--- src/rtl/arm_pkg.sv ---
// shared types and constants of the autoranging resistance meter
`timescale 1ns / 1ps

package arm_pkg;

  // default configuration of the design
  localparam int NUM_RANGES_DEF = 4;
  localparam int ADC_BITS_DEF   = 10;

  // fixed field widths
  localparam int THR_W   = 10;
  localparam int REF_W   = 12;
  localparam int RNG_W   = 3;
  localparam int RES_W   = 32;
  localparam int CFG_IDX_W = 2;
  localparam int CFG_DAT_W = 12;

  // register reset values
  localparam logic [THR_W-1:0] THR_RESET = 10'd700;
  localparam logic [REF_W-1:0] REF_RESET = 12'd560;

  // register indexes
  localparam logic [CFG_IDX_W-1:0] CFG_THRESHOLD = 2'd0;
  localparam logic [CFG_IDX_W-1:0] CFG_REF_RES   = 2'd1;

  // request kinds
  localparam logic REQ_START  = 1'b0;
  localparam logic REQ_SAMPLE = 1'b1;

  // range codes
  localparam logic [RNG_W-1:0] RANGE_IDLE   = 3'd0;
  localparam logic [RNG_W-1:0] RANGE_FIRST  = 3'd1;
  localparam logic [RNG_W-1:0] RANGE_STRICT = 3'd4;

  localparam logic [RES_W-1:0] RES_MAX = 32'hFFFF_FFFF;

  // sequencer states
  typedef enum logic [2:0] {
    ST_IDLE,
    ST_MUL,
    ST_DIV,
    ST_SCALE,
    ST_EMIT
  } state_t;

  // status of a serial arithmetic unit
  typedef struct packed {
    logic busy;
    logic done;
  } unit_stat_t;

endpackage

--- src/rtl/arm_mul.sv ---
// bit-serial shift-add multiplier, sample times reference resistance
`timescale 1ns / 1ps

module arm_mul #(
  parameter int ADC_BITS = arm_pkg::ADC_BITS_DEF
) (
  input  logic                              clk,
  input  logic                              rst_n,
  input  logic                              start,
  input  logic [ADC_BITS-1:0]               sample,
  input  logic [arm_pkg::REF_W-1:0]         ref_val,
  output logic [ADC_BITS+arm_pkg::REF_W-1:0] product,
  output arm_pkg::unit_stat_t               stat
);

  localparam int RW = arm_pkg::REF_W;
  localparam int CW = $clog2(ADC_BITS + 1);

  logic                busy_r, busy_nxt;
  logic                done_r, done_nxt;
  logic [CW-1:0]       cnt_r, cnt_nxt;
  logic [RW-1:0]       hi_r, hi_nxt;
  logic [ADC_BITS-1:0] lo_r, lo_nxt;
  logic [RW:0]         sum;

  // one multiplier bit per cycle, lsb first
  assign sum = {1'b0, hi_r} + (lo_r[0] ? {1'b0, ref_val} : {(RW+1){1'b0}});

  always_comb begin
    busy_nxt = busy_r;
    done_nxt = 1'b0;
    cnt_nxt  = cnt_r;
    hi_nxt   = hi_r;
    lo_nxt   = lo_r;
    if (start) begin
      busy_nxt = 1'b1;
      cnt_nxt  = CW'(ADC_BITS);
      hi_nxt   = '0;
      lo_nxt   = sample;
    end else if (busy_r) begin
      hi_nxt  = sum[RW:1];
      lo_nxt  = {sum[0], lo_r[ADC_BITS-1:1]};
      cnt_nxt = cnt_r - 1'b1;
      if (cnt_r == CW'(1)) begin
        busy_nxt = 1'b0;
        done_nxt = 1'b1;
      end
    end
  end

  always_ff @(posedge clk) begin
    if (!rst_n) begin
      busy_r <= 1'b0;
      done_r <= 1'b0;
      cnt_r  <= '0;
    end else begin
      busy_r <= busy_nxt;
      done_r <= done_nxt;
      cnt_r  <= cnt_nxt;
    end
    hi_r <= hi_nxt;
    lo_r <= lo_nxt;
  end

  assign product   = {hi_r, lo_r};
  assign stat.busy = busy_r;
  assign stat.done = done_r;

endmodule

--- src/rtl/arm_div.sv ---
// restoring divider, one quotient bit per cycle
`timescale 1ns / 1ps

module arm_div #(
  parameter int NUM_W = arm_pkg::ADC_BITS_DEF + arm_pkg::REF_W,
  parameter int DEN_W = arm_pkg::ADC_BITS_DEF + 1
) (
  input  logic                 clk,
  input  logic                 rst_n,
  input  logic                 start,
  input  logic [NUM_W-1:0]     dividend,
  input  logic [DEN_W-1:0]     divisor,
  output logic [NUM_W-1:0]     quotient,
  output arm_pkg::unit_stat_t  stat
);

  localparam int CW = $clog2(NUM_W + 1);

  logic             busy_r, busy_nxt;
  logic             done_r, done_nxt;
  logic [CW-1:0]    cnt_r, cnt_nxt;
  logic [NUM_W-1:0] n_r, n_nxt;
  logic [DEN_W-1:0] rem_r, rem_nxt;
  logic [DEN_W-1:0] den_r, den_nxt;
  logic [DEN_W:0]   trial;
  logic [DEN_W:0]   diff;
  logic             fits;

  assign trial = {rem_r, n_r[NUM_W-1]};
  assign fits  = trial >= {1'b0, den_r};
  assign diff  = trial - {1'b0, den_r};

  always_comb begin
    busy_nxt = busy_r;
    done_nxt = 1'b0;
    cnt_nxt  = cnt_r;
    n_nxt    = n_r;
    rem_nxt  = rem_r;
    den_nxt  = den_r;
    if (start) begin
      busy_nxt = 1'b1;
      cnt_nxt  = CW'(NUM_W);
      n_nxt    = dividend;
      rem_nxt  = '0;
      den_nxt  = divisor;
    end else if (busy_r) begin
      // remainder stays below the divisor, so it fits back in DEN_W bits
      rem_nxt = fits ? diff[DEN_W-1:0] : trial[DEN_W-1:0];
      n_nxt   = {n_r[NUM_W-2:0], fits};
      cnt_nxt = cnt_r - 1'b1;
      if (cnt_r == CW'(1)) begin
        busy_nxt = 1'b0;
        done_nxt = 1'b1;
      end
    end
  end

  always_ff @(posedge clk) begin
    if (!rst_n) begin
      busy_r <= 1'b0;
      done_r <= 1'b0;
      cnt_r  <= '0;
    end else begin
      busy_r <= busy_nxt;
      done_r <= done_nxt;
      cnt_r  <= cnt_nxt;
    end
    n_r   <= n_nxt;
    rem_r <= rem_nxt;
    den_r <= den_nxt;
  end

  assign quotient  = n_r;
  assign stat.busy = busy_r;
  assign stat.done = done_r;

endmodule

--- src/rtl/autorange_resistance_meter.sv ---
// top level of the autoranging resistance meter sequencer
`timescale 1ns / 1ps

// channel  direction  word
// in_      slave      tuser = req_type, tdata[9:0] = adc_sample
// out_     master     tdata = drive_range, range_used, resistance; tlast = done_res;
//                     tuser = status
// cfg_     slave      cfg_index selects threshold or ref_resistance, cfg_data = value
//
// a start word, a sample while idle and an out-of-range sample go from idle straight to emit
// an in-range sample passes through the mul, div, scale and emit states: the bit-serial
// multiplier, the restoring divider and a times-ten step for each range above the first
// one word is worked on at a time; in_tready is high only while the sequencer is idle
// a finished word waits in the output register while the next input word is taken
// synchronous active-low reset clears the range, the registers to their defaults
// and the output valid

module autorange_resistance_meter #(
  parameter int NUM_RANGES = arm_pkg::NUM_RANGES_DEF,
  parameter int ADC_BITS   = arm_pkg::ADC_BITS_DEF
) (
  input  logic        clk,
  input  logic        rst_n,
  // input stream
  input  logic        in_tvalid,
  output logic        in_tready,
  input  logic [15:0] in_tdata,   // [9:0] adc_sample, [15:10] zero
  input  logic        in_tuser,   // [0] req_type
  // result stream
  output logic        out_tvalid,
  input  logic        out_tready,
  output logic [39:0] out_tdata,  // [2:0] drive_range, [5:3] range_used,
                                  // [37:6] resistance, [39:38] zero
  output logic        out_tlast,  // done_res
  output logic        out_tuser,  // [0] status
  // configuration writes
  input  logic        cfg_valid,
  output logic        cfg_ready,
  input  logic [arm_pkg::CFG_IDX_W-1:0] cfg_index,
  input  logic [arm_pkg::CFG_DAT_W-1:0] cfg_data
);

  localparam int RW    = arm_pkg::REF_W;
  localparam int TW    = arm_pkg::THR_W;
  localparam int NW    = ADC_BITS + RW;     // product and quotient width
  localparam int DW    = ADC_BITS + 1;      // divisor width
  localparam int CMP_W = ADC_BITS + TW;
  localparam int GW    = arm_pkg::RNG_W;

  arm_pkg::state_t state_r, state_nxt;

  // configuration registers
  logic [TW-1:0] thr_r;
  logic [RW-1:0] ref_r;

  // range being measured, zero while idle
  logic [GW-1:0] range_r, range_nxt;

  // pending result word
  logic [GW-1:0]             pend_drive_r, pend_drive_nxt;
  logic                      pend_done_r, pend_done_nxt;
  logic                      pend_stat_r, pend_stat_nxt;
  logic [GW-1:0]             pend_rng_r, pend_rng_nxt;
  logic [arm_pkg::RES_W-1:0] val_r, val_nxt;
  logic [GW-1:0]             scl_cnt_r, scl_cnt_nxt;
  logic [ADC_BITS-1:0]       samp_r, samp_nxt;

  // output register
  logic                      out_valid_r;
  logic [GW-1:0]             out_drive_r;
  logic                      out_done_r;
  logic                      out_stat_r;
  logic [GW-1:0]             out_rng_r;
  logic [arm_pkg::RES_W-1:0] out_res_r;

  // item decode
  logic                  accept;
  logic [ADC_BITS+9:0]   samp_ext;
  logic [ADC_BITS-1:0]   samp;
  logic [CMP_W-1:0]      samp_cmp;
  logic [CMP_W-1:0]      thr_cmp;
  logic                  in_range;
  logic                  go_compute;
  logic                  emit_load;

  // arithmetic units
  logic                mul_start;
  logic                div_start;
  logic [NW-1:0]       product;
  logic [NW-1:0]       quotient;
  logic [DW-1:0]       divisor;
  arm_pkg::unit_stat_t mul_stat;
  arm_pkg::unit_stat_t div_stat;

  // times-ten step with saturation
  logic [arm_pkg::RES_W+3:0] val_x10;
  logic [arm_pkg::RES_W-1:0] val_scaled;

  assign accept = in_tvalid && in_tready;

  // mask the sample to the adc width
  assign samp_ext = {{ADC_BITS{1'b0}}, in_tdata[9:0]};
  assign samp     = samp_ext[ADC_BITS-1:0];
  assign samp_cmp = {{TW{1'b0}}, samp};
  assign thr_cmp  = {{ADC_BITS{1'b0}}, thr_r};

  // range 4, the top range at the default of four ranges, must be strictly below the threshold
  assign in_range = (range_r == arm_pkg::RANGE_STRICT) ? (samp_cmp < thr_cmp)
                                                       : (samp_cmp <= thr_cmp);

  assign go_compute = accept && (in_tuser == arm_pkg::REQ_SAMPLE) &&
                      (range_r != arm_pkg::RANGE_IDLE) && in_range;

  assign emit_load = (state_r == arm_pkg::ST_EMIT) && (!out_valid_r || out_tready);

  // next state
  always_comb begin
    state_nxt = state_r;
    unique case (state_r)
      arm_pkg::ST_IDLE: begin
        if (go_compute) begin
          state_nxt = arm_pkg::ST_MUL;
        end else if (accept) begin
          state_nxt = arm_pkg::ST_EMIT;
        end
      end
      arm_pkg::ST_MUL: begin
        if (mul_stat.done) begin
          state_nxt = arm_pkg::ST_DIV;
        end
      end
      arm_pkg::ST_DIV: begin
        if (div_stat.done) begin
          state_nxt = arm_pkg::ST_SCALE;
        end
      end
      arm_pkg::ST_SCALE: begin
        if (scl_cnt_r == '0) begin
          state_nxt = arm_pkg::ST_EMIT;
        end
      end
      arm_pkg::ST_EMIT: begin
        if (!out_valid_r || out_tready) begin
          state_nxt = arm_pkg::ST_IDLE;
        end
      end
      default: state_nxt = arm_pkg::ST_IDLE;
    endcase
  end

  // state outputs
  always_comb begin
    in_tready = 1'b0;
    mul_start = 1'b0;
    div_start = 1'b0;
    unique case (state_r)
      arm_pkg::ST_IDLE:  begin
        in_tready = 1'b1;
        mul_start = go_compute;
      end
      arm_pkg::ST_MUL:   div_start = mul_stat.done;
      arm_pkg::ST_DIV:   ;
      arm_pkg::ST_SCALE: ;
      arm_pkg::ST_EMIT:  ;
      default:           ;
    endcase
  end

  assign cfg_ready = 1'b1;

  // saturating multiply by ten: 8x + 2x
  assign val_x10    = {val_r, 3'b000} + {2'b00, val_r, 1'b0};
  assign val_scaled = (val_x10[arm_pkg::RES_W+3:arm_pkg::RES_W] != 4'd0) ?
                      arm_pkg::RES_MAX : val_x10[arm_pkg::RES_W-1:0];

  // divisor is full scale minus the sample, never zero
  assign divisor = {1'b1, {ADC_BITS{1'b0}}} - {1'b0, samp_r};

  // datapath of the sequencer
  always_comb begin
    range_nxt      = range_r;
    pend_drive_nxt = pend_drive_r;
    pend_done_nxt  = pend_done_r;
    pend_stat_nxt  = pend_stat_r;
    pend_rng_nxt   = pend_rng_r;
    val_nxt        = val_r;
    scl_cnt_nxt    = scl_cnt_r;
    samp_nxt       = samp_r;
    if (accept) begin
      pend_drive_nxt = arm_pkg::RANGE_IDLE;
      pend_done_nxt  = 1'b0;
      pend_stat_nxt  = 1'b0;
      pend_rng_nxt   = arm_pkg::RANGE_IDLE;
      val_nxt        = '0;
      samp_nxt       = samp;
      if (in_tuser == arm_pkg::REQ_START) begin
        // start or restart at the first range
        range_nxt      = arm_pkg::RANGE_FIRST;
        pend_drive_nxt = arm_pkg::RANGE_FIRST;
      end else if (range_r != arm_pkg::RANGE_IDLE) begin
        if (in_range) begin
          pend_done_nxt = 1'b1;
          pend_rng_nxt  = range_r;
          scl_cnt_nxt   = range_r - 1'b1;
          range_nxt     = arm_pkg::RANGE_IDLE;
        end else if (range_r < GW'(NUM_RANGES)) begin
          range_nxt      = range_r + 1'b1;
          pend_drive_nxt = range_r + 1'b1;
        end else begin
          // overrange on every range
          pend_done_nxt = 1'b1;
          pend_stat_nxt = 1'b1;
          range_nxt     = arm_pkg::RANGE_IDLE;
        end
      end
    end else if (state_r == arm_pkg::ST_DIV && div_stat.done) begin
      val_nxt = arm_pkg::RES_W'(quotient);
    end else if (state_r == arm_pkg::ST_SCALE && scl_cnt_r != '0) begin
      val_nxt     = val_scaled;
      scl_cnt_nxt = scl_cnt_r - 1'b1;
    end
  end

  // configuration, state and output registers
  always_ff @(posedge clk) begin
    if (!rst_n) begin
      state_r     <= arm_pkg::ST_IDLE;
      range_r     <= arm_pkg::RANGE_IDLE;
      thr_r       <= arm_pkg::THR_RESET;
      ref_r       <= arm_pkg::REF_RESET;
      out_valid_r <= 1'b0;
      scl_cnt_r   <= '0;
    end else begin
      state_r   <= state_nxt;
      range_r   <= range_nxt;
      scl_cnt_r <= scl_cnt_nxt;
      if (cfg_valid && cfg_ready) begin
        unique case (cfg_index)
          arm_pkg::CFG_THRESHOLD: thr_r <= cfg_data[TW-1:0];
          arm_pkg::CFG_REF_RES:   ref_r <= cfg_data[RW-1:0];
          default:                ;
        endcase
      end
      if (emit_load) begin
        out_valid_r <= 1'b1;
      end else if (out_tready) begin
        out_valid_r <= 1'b0;
      end
    end
    pend_drive_r <= pend_drive_nxt;
    pend_done_r  <= pend_done_nxt;
    pend_stat_r  <= pend_stat_nxt;
    pend_rng_r   <= pend_rng_nxt;
    val_r        <= val_nxt;
    samp_r       <= samp_nxt;
    if (emit_load) begin
      out_drive_r <= pend_drive_r;
      out_done_r  <= pend_done_r;
      out_stat_r  <= pend_stat_r;
      out_rng_r   <= pend_rng_r;
      out_res_r   <= val_r;
    end
  end

  arm_mul #(
    .ADC_BITS (ADC_BITS)
  ) u_mul (
    .clk     (clk),
    .rst_n   (rst_n),
    .start   (mul_start),
    .sample  (samp),
    .ref_val (ref_r),
    .product (product),
    .stat    (mul_stat)
  );

  arm_div #(
    .NUM_W (NW),
    .DEN_W (DW)
  ) u_div (
    .clk      (clk),
    .rst_n    (rst_n),
    .start    (div_start),
    .dividend (product),
    .divisor  (divisor),
    .quotient (quotient),
    .stat     (div_stat)
  );

  assign out_tvalid = out_valid_r;
  assign out_tdata  = {2'b00, out_res_r, out_rng_r, out_drive_r};
  assign out_tlast  = out_done_r;
  assign out_tuser  = out_stat_r;

endmodule

--- config.mk ---
export PLATFORM = sky130hd
export DESIGN_NAME = autorange_resistance_meter
export DESIGN_NICKNAME = d
export VERILOG_FILES = /design/src/rtl/arm_pkg.sv /design/src/rtl/arm_mul.sv /design/src/rtl/arm_div.sv /design/src/rtl/autorange_resistance_meter.sv
export SDC_FILE = /design/constraint.sdc
export NUM_CORES = 1
export LEC_CHECK = 0
export ABC_AREA = 1
export BUFFER_PORTS_ARGS = -buffer_cell sky130_fd_sc_hd__buf_4
export CAP_MARGIN = 15
export CORE_ASPECT_RATIO = 0.75
export CORE_MARGIN = 2
export CORE_UTILIZATION = 60
export CTS_BUF_LIST = sky130_fd_sc_hd__clkbuf_16
export DETAILED_ROUTE_END_ITERATION = 12
export PLACE_DENSITY = 0.79
export SLEW_MARGIN = 20
export SYNTH_ARGS = -nofsm -noshare
export SYNTH_HDL_FRONTEND = slang
export SYNTH_SLANG_ARGS = --single-unit
--- constraint.sdc ---
create_clock -name clk -period 8.8 [get_ports clk]
set_clock_uncertainty 0.15 [all_clocks]
set_input_delay 0 -clock clk [delete_from_list [all_inputs] [get_ports clk]]
set_output_delay 0 -clock clk [all_outputs]
set_load 0.01 [all_outputs]
After elaboration in Yosys (flattened, before gate mapping)

Cells that the tools add are included.

$lt $le $gt $ge: 4
Equality and inequality tests: 18
Add/sub/neg operators: 9
Multiplexer cells: 47
Bitwise logic cells: 5
Reductions and logical operators: 33

Operators with widths:

| operator                                                                | number |
|---|---|
| 22-bit 2-to-1 mux                                                       | 4 |
| 3-bit 2-to-1 mux                                                        | 16 |
| 35-bit by 33-bit adder with 36-bit output                               | 1 |
| 32-bit 2-to-1 mux                                                       | 1 |
| 10-bit 2-to-1 mux                                                       | 2 |
| 1-bit 2-to-1 mux                                                        | 17 |
| 3-bit one-hot mux with 5 select lines                                   | 1 |
| 12-bit by 13-bit adder with 13-bit output                               | 1 |
| 12-bit by 11-bit >= comparator with 1-bit output                        | 1 |
| 12-bit 2-to-1 mux                                                       | 1 |
| 2-bit by 1-bit inequality test with 1-bit output, second input constant | 6 |
| 11-bit 2-to-1 mux                                                       | 1 |
| 11-bit by 10-bit subtractor with 11-bit output, first input constant    | 1 |
| 11-bit subtractor                                                       | 1 |
| 10-bit <= comparator                                                    | 1 |
| 10-bit less-than comparator                                             | 1 |
| 5-bit 2-to-1 mux                                                        | 2 |
| 5-bit AND reduction                                                     | 2 |
| 2-bit nonzero test                                                      | 5 |
| 3-bit OR reduction                                                      | 3 |
| 4-bit 2-to-1 mux                                                        | 2 |
| 2-bit AND reduction                                                     | 4 |
| 1-bit logical AND                                                       | 7 |
| 3-bit by 2-bit == test with 1-bit output, second input constant         | 2 |
| 21 further kinds                                                        | 33 |

Output and inout bits: 45
Register bits after elaboration: 201
Input bits: 36
Logic and storage cells: 148

Longest topological paths before layout

Word-level depth: 8
Depth in mapped cells: 17
Gate-level depth less buffers: 17

Cells and area by module

A second synthesis with hierarchy kept.

Cells, all modules: 1595
Area, all modules: 11964.0 µm²

Modules (own cells, without submodules):

| module                     | instances | cells each | area an instance (µm²) |
|---|---|---|---|
| autorange_resistance_meter | 1         | 960        | 7213.2 |
| arm_div                    | 1         | 361        | 2896.5 |
| arm_mul                    | 1         | 274        | 1854.3 |

Least setup slack after synthesis

Ideal clock, no wire load.

Path type: register to register
Start: reg state_r[1]
End: reg out_drive_r[0] (enable)
Data required time: 8.213 ns
Arrival time: 2.234 ns
Setup time: 0.437 ns
Cell stages (with the launch flop): 4
Path slack: 5.979 ns
Path through: dfxtp_1 > inv_1 > nand3_1 > nor2_1

Cells in the longest elaborated chain, start to end: 2

RTL lines:

| item                     | line                              | RTL |
|---|---|---|
| start: declaration       | autorange_resistance_meter.sv:50  | `arm_pkg::state_t state_r, state_nxt;` |
| start signal: assignment | autorange_resistance_meter.sv:227 | `state_r <= arm_pkg::ST_IDLE;` |
| start signal: assignment | autorange_resistance_meter.sv:234 | `state_r <= state_nxt;` |
| 3-bit == test            | autorange_resistance_meter.sv:114 | `assign emit_load = (state_r == arm_pkg::ST_EMIT) && (!out_valid_r \|\| out_tready);` |
| 1-bit logical AND        | autorange_resistance_meter.sv:114 |  |
| via emit_load            | autorange_resistance_meter.sv:84  | `logic emit_load;` |
| end signal: assignment   | autorange_resistance_meter.sv:257 | `out_drive_r <= pend_drive_r;` |
| end: declaration         | autorange_resistance_meter.sv:70  | `logic [GW-1:0] out_drive_r;` |

The timed path passes the listed nets, and every way through them passes these cells.
A chain may end at the register's enable or synchronous reset.

Worst setup path in the final report

Start: reg thr_r[9]
End: reg u_mul.lo_r[6] (enable)

Cells in the longest elaborated chain, start to end: 5
Elaborated cells on any way between the ends: 6
Those cells by class: 2 x order compare; 2 x mux; 2 x reduce/logical

RTL lines:

| item                                                                | line                                                                 | RTL |
|---|---|---|
| start: declaration                                                  | autorange_resistance_meter.sv:53                                     | `logic [TW-1:0] thr_r;` |
| start signal: assignment                                            | autorange_resistance_meter.sv:229                                    | `thr_r <= arm_pkg::THR_RESET;` |
| start signal: assignment                                            | autorange_resistance_meter.sv:239                                    | `arm_pkg::CFG_THRESHOLD: thr_r <= cfg_data[TW-1:0];` |
| 10-bit <= comparator or 10-bit less-than comparator (tied branches) | autorange_resistance_meter.sv:109, autorange_resistance_meter.sv:108 |  |
| 1-bit 2-to-1 mux *                                                  | autorange_resistance_meter.sv:108                                    | `assign in_range = (range_r == arm_pkg::RANGE_STRICT) ? (samp_cmp < thr_cmp)` |
| 1-bit logical AND *                                                 | autorange_resistance_meter.sv:112                                    | `(range_r != arm_pkg::RANGE_IDLE) && in_range;` |
| 1-bit 2-to-1 mux *                                                  | autorange_resistance_meter.sv:156                                    | `unique case (state_r)` |
| 2-bit nonzero test (no line) *                                      | n/a                                                                  |  |
| end signal: assignment                                              | arm_mul.sv:62                                                        | `lo_r <= lo_nxt;` |
| end: declaration                                                    | arm_mul.sv:23                                                        | `logic [ADC_BITS-1:0] lo_r, lo_nxt;` |

Every way passes the cells marked *; elsewhere a longest branch is shown, timed or not.

==> metrics.md <==
| Metric | Value |
|---|---|
| Max VDD drop | `about 0.16 mV` |
| Die area | `between 20000 and 25000 µm²` |
| Critical Path End Type | `register` |
| Slew @ Worst Pin | `around 1.0 ns` |
| Die height | `between 100 and 150 µm` |
| Top area cells in the synthesized netlist | `edfxtp_1 26%, dfxtp_1 17%, nand2_1 13%` |
| Post-synth EDFFs | `slightly above 100` |
| Die X | `165 µm` |
| Reg2reg path depth | `10` |
| Worst Path Required | `8.81 ns` |
| Status | `finished, final reports clean` |
| Dominant cell type by area after synthesis | `edfxtp_1` |
| H-tree levels | `1` |
| Commonest cells after routing, fill and taps aside | `401 x nand2_1, 213 x inv_1, 140 x nor2_1` |
| Via count | `around 10k` |
| Final period utilization | `0.418` |
| Grt total ovfl | `0` |
| Largest net degree at the start of global routing | `between 50 and 60` |
| Antenna violations before repair | `0` |
| FF+latch count, synth | `between 200 and 250` |
| Post-synthesis sequential area ratio | `0.429` |
| Most used DFF post-synth | `edfxtp_1` |
| Routed wire length | `between 20000 and 30000 µm` |
| Cell at the root of the clock tree | `clkbuf_16` |
| Max Cap Viol | `0` |
| ANT cells | `0` |
| Drt first-iter violations | `between 800 and 900` |
| Max Clk Rate | `about 270 MHz` |
| Critical-path top delay cell | `inv_1` |
| PortBufs | `71` |
| R2R Path Start | `thr_r[9]` |
| Avg Cell Area, Syn | `7.88 µm²` |
| Slew headroom | `0.315` |
| CP Max Fanout | `24` |
| Post-cts sizing count | `0` |
| Count of yosys warnings during synthesis | `0` |
| DRC Markers | `0` |
| Clk sinks | `~200` |
| P per Cell Area | `~180 nW/µm²` |
| Hold Crit Class | `input port to register` |
| CP Cell Sequence | `inv_1, ha_1, nand4_1, nor3_1, o2111ai_1, nand2_2, nand4_2, inv_1, nor2_2, inv_1` |
| CTS tree | `built` |
| Setup-failing EPs final | `0` |
| Final Non-Filler Cells | `roughly 1.9k` |
| Vias in the first global route | `9427` |
| Max clock buf depth | `3` |
| # hold bufs at CTS | `approximately 40` |
| Via density | `5.38` |
| Placed Instances | `approximately 1.8k` |
| CP Capture Point | `u_mul.lo_r[6]` |
| Critical Path AT | `~3.7 ns` |
| Async SR Flop Fraction | `0` |
| Startpoint types | `register` |
| Postcts setup bufs | `0` |
| # IOs | `81` |
| Row count | `44` |
| CP most frequent cell | `inv_1` |
| Unrepaired setup endpoints after global routing | `no` |
| P&R area growth vs syn | `16.5%` |
| Post-Syn Area | `between 10000 and 15000 µm²` |
| Final hold viol count | `0` |
| Setup TNS | `0 ns` |
| RD Place Congestion | `between 0.9 and 1` |
| Initial Util | `0.609` |
| Clock buffer count from CTS | `22` |
| Gr usage total | `0.280` |
| Slew Viols, Final | `0` |
| Yosys top cell area share | `0.259` |
| Worst setup path start | `thr_r[9]` |
| Most common cell after layout, fill and taps aside | `nand2_1` |
| Clock-pin slew on the worst setup and hold paths | `0.07 ns` |
| Final #Nets | `around 1.7k` |
| WS Path Type | `register to register` |
| LEAKAGE | `just under 0.007 µW` |
| CP peak stage delay | `0.57 ns` |
| Layout cells sized above 1 | `0.121` |
| First-pass GRT wire length | `~47000 µm` |
| Final HPWL DP | `about 20000 µm` |
| Capturing point of the worst reg2reg path | `u_mul.lo_r[6]` |
| Cell count after synthesis | `1489` |
| ANT nets after route | `0` |
| Core area | `between 15000 and 20000 µm²` |
| Worst-Skew Late Latency | `0.51 ns` |
| Routed wire per std cell | `15.3 µm` |
| Distinct cells, synth | `53` |
| Final core occ | `0.709` |
| Worst R2R Setup Slack | `5.12 ns` |
| Total iterations of the first detailed-routing run | `5` |
| Fin crit period | `3.68 ns` |
## power breakdown
group	switching, µW	internal [µW]	total [µW]
Sequential	56.4	1060	1110
Combinational	195	132	327
Clock	380	649	1030
## cells by family after synthesis
kind of cell	after synthesis	synth area share
other cells	2	0.000640
fa+ha+maj	74	0.0809
buf+inv	258	0.0882
simple gates	681	0.258
flops	201	0.429
compound gates	229	0.110
xor+xnor	44	0.0329
## area by class of cell
type / instances / area (µm²)
multi-input combinational: 1031 / 5680
fill: 1503 / 5610
sequential: 201 / 5030
timing repair buffer: 117 / 1000
inverter: 219 / 822
clock buffer: 23 / 576
tap: 253 / 317
clock inverter: 17 / 234
## per-layer routing
metal  vias to the layer above  routed length, µm  track usage  share of wire
li1                       5028                  -            -              -
met2                       361              12500        0.431           0.44
met1                      4588              13400        0.418           0.47
met3                        44               2000       0.0455          0.070
met5                         -                  0            0              0
met4                         0                554       0.0609          0.019
## registers in the layout, summed over array words and instances (netlist names), 11 cells and up
register        count
out_res_r          32
ref_r              12
u_div.den_r        11
u_div.quotient     22
u_div.rem_r        11
u_mul.hi_r         12
val_r              32
## worst max-delay path: cells and delay by family (launching register included)
kind                     cells  cell delay, ns
buffers and inverters        3            0.98
adder cells (fa/ha/maj)      1            0.32
flip-flops                   1            0.31
AND/OR/NAND/NOR              5            1.34
AO/OA/AOI/OAI                1            0.22
## how the worst min path moves through the flow
stage | startpoint | endpoint | slack (ns) | cells after the start
after global placement | in_tdata[0] | samp_r[0] | 0.05 | 1
after floorplan | in_tdata[0] | samp_r[0] | -0.05 | 0
after detailed placement | in_tdata[0] | samp_r[0] | 0.05 | 1
after global routing | in_tdata[7] | samp_r[7] | 0.09 | 2
after CTS | in_tdata[0] | samp_r[0] | 0.07 | 2
final | in_tdata[1] | samp_r[1] | 0.09 | 2
## cells in the mapped netlist, drive strengths merged (3+ instances only)
master and n:
ha 71, fa 3, nand3 67, a21o 6, a21oi 90, dfxtp 100, nand2 425, inv 219
or2 5, edfxtp 101, nor3 21, clkbuf 25, xnor2 7, o21bai 4, nand4 8, xor2 37
nor2 150, a31oi 8, buf 14, o21ai 91, o211ai 17
## through the flow
step | setup WS [ns] | power (µW) | area, µm² | hold slack, ns
floorplan | 5.98 | 1310 | 11700 | -0.0511
global placement | 5.28 | 1420 | 12400 | 0.0456
detailed placement | 5.19 | 1430 | 12400 | 0.0456
CTS | 5.17 | 2470 | 13600 | 0.0653
global route | 4.88 | 2560 | 13700 | 0.0938
finish | 5.12 | 2470 | 13700 | 0.0924
Power figures use the tool's default switching activity.
